==> src/hw/rtl/stereo_frame_ring_fifo_assert.svh <==
// ----------------------------------------------------------------------------
// Stereo frame ring FIFO assertion macros
// Shared concurrent assertion forms used by the FIFO modules.
// ----------------------------------------------------------------------------
`ifndef STEREO_FRAME_RING_FIFO_ASSERT_SVH
`define STEREO_FRAME_RING_FIFO_ASSERT_SVH

// The consequent must hold in the same cycle as the antecedent.
`define SFRF_ASSERT_NOW(lbl, clk, rst_n, ante, cons) \
	lbl: assert property (@(posedge clk) disable iff (!rst_n) (ante) |-> (cons)) \
		else $error("FIFO assertion failed: same-cycle rule");

// The consequent must hold in the cycle after the antecedent.
`define SFRF_ASSERT_NEXT(lbl, clk, rst_n, ante, cons) \
	lbl: assert property (@(posedge clk) disable iff (!rst_n) (ante) |=> (cons)) \
		else $error("FIFO assertion failed: next-cycle rule");

`endif

==> src/hw/rtl/sfrf_pkg.sv <==
// ----------------------------------------------------------------------------
// Stereo frame ring FIFO package
// Shared constants, codes and control/status types.
// ----------------------------------------------------------------------------
`timescale 1ns / 1ps
`default_nettype none

package sfrf_pkg;

	localparam int DEPTH_DEF    = 4096;
	localparam int MAX_PULL_DEF = 64;

	localparam int SAMPLE_W = 32;
	localparam int COUNT_W  = 13;
	localparam int PULL_W   = 7;

	localparam logic FUNC_WRITE = 1'b0;
	localparam logic FUNC_PULL  = 1'b1;

	localparam logic KIND_FRAME  = 1'b0;
	localparam logic KIND_REPORT = 1'b1;

	typedef enum logic {
		ST_IDLE,
		ST_PULL
	} ctl_state_t;

	// Commands from the controller to the datapath.
	typedef struct packed {
		logic              wr_frame;
		logic              pull_start;
		logic [PULL_W-1:0] pull_take;
		logic              rd_issue;
		logic              rd_pad;
		logic              rd_end;
	} ctl_cmd_t;

	// Status from the datapath to the controller.
	typedef struct packed {
		logic              s1_busy;
		logic              s1_free;
		logic              out_blocked;
		logic [PULL_W-1:0] level_clip;
	} dp_status_t;

endpackage

`default_nettype wire

==> src/hw/rtl/sfrf_controller.sv <==
// ----------------------------------------------------------------------------
// Stereo frame ring FIFO controller
// Input handshake, pull sequencing and read commands for the datapath.
// ----------------------------------------------------------------------------
`timescale 1ns / 1ps
`default_nettype none

`include "stereo_frame_ring_fifo_assert.svh"

module sfrf_controller #(
	parameter int MAX_PULL = sfrf_pkg::MAX_PULL_DEF
) (
	input  wire                               clk,
	input  wire                               arst_n,
	input  wire                               in_valid,
	output logic                              in_stall,
	input  wire                               func,
	input  wire [sfrf_pkg::PULL_W-1:0]        pull_frames,
	input  wire sfrf_pkg::dp_status_t         status,
	output sfrf_pkg::ctl_cmd_t                cmd
);

	localparam int PW = sfrf_pkg::PULL_W;

	sfrf_pkg::ctl_state_t state_q;
	sfrf_pkg::ctl_state_t state_d;

	logic [PW-1:0] want_q;
	logic [PW-1:0] take_q;
	logic [PW-1:0] idx_q;

	logic [PW-1:0] want_c;
	logic [PW-1:0] take_c;
	logic          accept;
	logic          pulling;
	logic          last_issue;

	always_comb begin
		want_c = (pull_frames > PW'(MAX_PULL)) ? PW'(MAX_PULL) : pull_frames;
		take_c = (status.level_clip < want_c) ? status.level_clip : want_c;
	end

	always_comb begin
		state_d = state_q;
		unique case (state_q)
			sfrf_pkg::ST_IDLE: begin
				if (cmd.pull_start) begin
					state_d = sfrf_pkg::ST_PULL;
				end
			end
			sfrf_pkg::ST_PULL: begin
				if (cmd.rd_issue && last_issue) begin
					state_d = sfrf_pkg::ST_IDLE;
				end
			end
			default: state_d = sfrf_pkg::ST_IDLE;
		endcase
	end

	always_comb begin
		pulling        = 1'b0;
		unique case (state_q)
			sfrf_pkg::ST_IDLE: pulling = 1'b0;
			sfrf_pkg::ST_PULL: pulling = 1'b1;
			default:           pulling = 1'b0;
		endcase
		// A new item waits until the read stage has emptied so that results
		// leave in order.
		in_stall       = pulling || status.s1_busy || status.out_blocked;
		accept         = in_valid && !in_stall;
		last_issue     = (PW'(idx_q + PW'(1)) == want_q);
		cmd.wr_frame   = accept && (func == sfrf_pkg::FUNC_WRITE);
		cmd.pull_start = accept && (func == sfrf_pkg::FUNC_PULL) && (want_c != '0);
		cmd.pull_take  = take_c;
		cmd.rd_issue   = pulling && status.s1_free;
		cmd.rd_pad     = (idx_q >= take_q);
		cmd.rd_end     = last_issue;
	end

	always_ff @(posedge clk or negedge arst_n) begin
		if (!arst_n) begin
			state_q <= sfrf_pkg::ST_IDLE;
			want_q  <= '0;
			take_q  <= '0;
			idx_q   <= '0;
		end else begin
			state_q <= state_d;
			if (cmd.pull_start) begin
				want_q <= want_c;
				take_q <= take_c;
				idx_q  <= '0;
			end else if (cmd.rd_issue) begin
				idx_q <= PW'(idx_q + PW'(1));
			end
		end
	end

	`SFRF_ASSERT_NOW(a_idx_in_run, clk, arst_n, state_q == sfrf_pkg::ST_PULL, idx_q < want_q)
	`SFRF_ASSERT_NOW(a_take_le_want, clk, arst_n, state_q == sfrf_pkg::ST_PULL, take_q <= want_q)
	`SFRF_ASSERT_NEXT(a_pull_enters, clk, arst_n, cmd.pull_start,
		state_q == sfrf_pkg::ST_PULL && idx_q == '0)

endmodule

`default_nettype wire

==> config.mk <==
export PLATFORM = sky130hd
export DESIGN_NAME = sfrf_controller
export DESIGN_NICKNAME = d
export VERILOG_FILES = /design/src/hw/rtl/sfrf_pkg.sv /design/src/hw/rtl/sfrf_controller.sv
export VERILOG_INCLUDE_DIRS = /design/src /design/src/hw/rtl
export SDC_FILE = /design/constraint.sdc
export NUM_CORES = 1
export LEC_CHECK = 0
export BUFFER_PORTS_ARGS = -buffer_cell sky130_fd_sc_hd__buf_2
export CORE_MARGIN = 10
export CORE_UTILIZATION = 48
export CTS_CLUSTER_DIAMETER = 30
export DETAILED_ROUTE_END_ITERATION = 16
export GPL_ROUTABILITY_DRIVEN = 0
export GPL_TIMING_DRIVEN = 0
export HOLD_SLACK_MARGIN = 0.02
export PLACE_DENSITY_LB_ADDON = 0.2
export SYNTH_ARGS = -nofsm -noshare
export SYNTH_HDL_FRONTEND = slang
export SYNTH_SLANG_ARGS = --single-unit
==> constraint.sdc <==
create_clock -name clk -period 2.1 [get_ports clk]
set_input_delay 0.42 -clock clk [delete_from_list [all_inputs] [get_ports clk]]
set_output_delay 0.42 -clock clk [all_outputs]
set_load 0.01 [all_outputs]
### Word level (Yosys, flattened, before mapping)

Cells that the tools add are included.

| storage, ports and cells | value |
|---|---|
| output and inout port bits | 13 |
| word-level logic and storage cells | 30 |
| register bits after elaboration | 22 |

| operators by class | value |
|---|---|
| reduce and logical (&&, ||, !) cells | 11 |
| add/subtract/negate cells | 1 |
| bitwise logic cells | 2 |
| multiplexer cells | 8 |
| equal/unequal tests | 1 |
| order comparisons | 3 |

Operators with widths:

| operator | count |
|---|---|
| 7-bit two-way mux | 4 |
| 7-bit by 1-bit adder with 7-bit output (second input constant) | 1 |
| 7-bit == test | 1 |
| 7-bit >= comparator | 1 |
| 7-bit greater-than comparator (second input constant) | 1 |
| 7-bit less-than comparator | 1 |
| 7-bit nonzero test | 1 |
| 1-bit logical AND | 6 |
| 1-bit case mux with 2 select lines | 2 |
| 1-bit logical OR | 2 |
| 1-bit two-way mux | 2 |
| 1-bit NOT | 2 |
| 2-bit nonzero test | 1 |
| 1-bit logical NOT | 1 |

### Depth between registers and ports, before layout

| logic depth | value |
|---|---|
| depth in word-level cells | 10 |
| gate-level depth with buffers | 9 |
| depth with buffers taken out | 8 |

### Worst setup path after synthesis

OpenSTA, ideal clock, no wires.

| timing path | value |
|---|---|
| kind | input-to-output |
| start | in pull_frames[6] (netlist bit) |
| end | out cmd[9] (netlist bit) |
| arrival | 1797 ps |
| stages on the path | 6 |
| slack | -117 ps |
| data required time | 1680 ps |
| path through | clkinv_1 -> nand2_1 -> ha_1 -> o2111a_1 -> a211oi_2 -> mux2_2 |

RTL lines:

| element | RTL line | text |
|---|---|---|
| from (decl) | sfrf_controller.sv:18 | `input wire [sfrf_pkg::PULL_W-1:0] pull_frames,` |
| to (decl) | sfrf_controller.sv:20 | `output sfrf_pkg::ctl_cmd_t cmd` |

==> impl_metrics.toml <==
[cells_and_area]
finalInstanceArea_mm2 = 0.00213
syn_to_final_growth_pct = 46.4
num_antenna_cells = 0
final_nets = 263
final_cell_mix = "27 x buf_2, 22 x nand2_1, 21 x dfrtp_1"
layout-drive-gt1-share_pct = 43.2
layout_commonest_cell = "buf_2"

[logic_synthesis]
syn_avg_cell_area_um2 = 8.51
synth_cell_type_count = 30
ys_seq_elements = 22
synth_top_area_share_pct = 37.8
syn_nets = 206
synth_cells = 171
yosysTopAreaCell = "dfrtp_1"
yosys_warnings = 0
netlist_area_mm2 = 0.00146
seq_area_frac_synth_pct = 37.8
yosys-top-cells-area = "dfrtp_1 38%, ha_1 12%, nand2_1 8.5%"

[sta]
rsz0062_at_grt = "yes"
setup_ws_ps = -370
min_period_ps = 2470
fmax_mhz = 405
post-route-period-util_pct = 118
setup-violations-final = 10
drv_slew = 0
maxSlewHeadroom_pct = 67.6
hold_viol_final = 0
worst_slew_pin_slew_ps = 486
whs_ps = 44.0
fin_worst_skew_ps = 14.3

[pwr]
powerDensity_mw_per_mm2 = 978
ir_drop_uv = 489
leakage_uw = 0.00104

[setup_path]
slowest_stage = "a211oi_4"
path_class = "in2out"
reg2reg_setup_slack_ps = 260
startpoint_type = "primary input"
required_ps = 1680
cp_max_fo = 7
cp.arrival_ps = 2050
crit_buf_inv = 3
slowest_delay_ps = 360
path_delay_family = "compound AO/OA/AOI/OAI gates"
cp_cell_sequence = "buf_12 -> clkinv_8 -> nand2_8 -> ha_4 -> nor4b_4 -> o21ai_2 -> a211oi_4 -> mux2_4 -> buf_6"
end_kind = "output pin"

[floorplan]
core_mm2 = 0.00283
fp.dieArea_mm2 = 0.00563
ioPinCount = 34
rows = 19
die_w_um = 75.1
die_height_um = 75.1
initial_core_util_pct = 51.4

[route]
drt_first_iter_violations = 63
wire_per_inst_um = 16.5
ant_nets = 0
vias_per_cell = 5.46
vias = 1409
wirelength_mm = 4.25
post-route-drc-count = 0
drt_first_pass_iters = 4

[outcome]
violations = "negative setup slack"
status = "complete, but fails checks"

[cts]
clockBufferDepth = 2
cts_tree = "yes"
clk_pin_slew_worst_paths_ps = 130
cts.sink_count = 22
cts_made_buffers = 3
clock-root-buffer = "clkbuf_4"
clk_latency_ps = 310
h-tree-depth = 1

[global_routing]
grt_max_degree = 23
grt_pass1_wl_mm = 6.43
grt_usage_pct = 14.8
grt_overflow = 0
antenna_found_initial = 0
grt_pass1_vias = 1476

[placement]
placed_area_mm2 = 0.00169
portBuffers = 33
hpwl_mm = 2.89

[job]
maxCapViolCount = 0

[hold_path]
min_path_type = "in2async"
==> per-stage QoR <==
| step | instances | utilization (%) | total power (µW) | setup slack (ps) | TNS (ps) |
|---|---|---|---|---|---|
| global placement | 235 | 59.9 | 1420 | -436 | -3360 |
| finish | 258 | 75.3 | 2080 | -370 | -2830 |
| CTS | 253 | 70.6 | 1980 | -360 | -2850 |
| floorplan | 171 | - | 1240 | 15.9 | 0 |
| global route | 258 | 75.3 | 2230 | -438 | -3720 |
| detailed placement | 235 | 59.9 | 1460 | -481 | -4050 |
==> state kept, by name, indices dropped and copies added (netlist names) <==
register,count
idx_q,7
state_q,1
take_q,7
want_q,7
==> cell families (layout without fill, tap and decap cells) <==
logic type               Yosys count  in the layout  synth area share [%]
AND/OR/NAND/NOR                   72             72                  21.8
AO/OA/AOI/OAI                     28             28                  11.8
flip-flops                        22             22                  37.8
XOR/XNOR                          17             17                  10.2
buffers and inverters             16             72                  4.81
adder cells (fa/ha/maj)           14             14                  12.0
multiplexers                       2              2                  1.55
==> Yosys cell counts (all sizes together) <==
cell / n
o21ai: 11
nor4: 1
nor2b: 1
buf: 4
mux2: 2
or2: 7
xnor2: 13
nor2: 18
clkbuf: 1
a21o: 2
a31o: 1
a31oi: 7
nand3: 3
o2111a: 1
or3: 1
nand2b: 1
a211oi: 1
clkinv: 1
nand2: 33
inv: 10
nor3: 4
nor4b: 1
ha: 14
xor2: 4
a21oi: 5
dfrtp: 22
nand4: 2
==> where the power goes <==
group | switching [µW] | internal [µW] | leakage, µW | total, µW
clock network | 131 | 193 | 0.0000279 | 324
logic | 483 | 559 | 0.000735 | 1040
registers | 139 | 580 | 0.000275 | 719
total | 753 | 1330 | 0.00104 | 2080
==> final cells by class <==
cell class | count | area [µm²]
repair buffers | 53 | 375
clock inverters | 1 | 30.0
multi-input cells | 133 | 1030
well taps | 31 | 38.8
inverters | 11 | 53.8
clock buffers | 3 | 22.5
fillers | 204 | 698
flip-flops and latches | 22 | 552
plain buffers | 4 | 31.3
==> worst paths after layout <==
path | from | to | depth (start not counted)
worst max-delay path | pull_frames[6] | cmd[9] | 9
worst min-delay path | arst_n | idx_q[1] | 1
worst max register to register | idx_q[0] | state_q | 10
worst min register to register | take_q[6] | take_q[6] | 1
max in group asynchronous | arst_n | idx_q[2] | 1
min in group clk | status[8] | state_q | 2
==> per-layer routing <==
metal  vias up  track usage, %  routed length [µm]
met5         -               0                   0
met4         0            7.35                  77
met3         6            3.42                 216
met2        41            26.5                2200
met1       676            16.0                1770
li1        686               -                   -
==> repair_timing <==
| action | CTS | global route |
|---|---|---|
| gates cloned | 1 | 0 |
| resized for setup | 34 | 14 |
| setup buffers | 15 | 5 |
| pin swaps | 14 | 12 |
| endpoints found under the setup margin | 10 | 11 |
| hold buffers | 0 | 0 |
(Power assumes the default switching activity.)
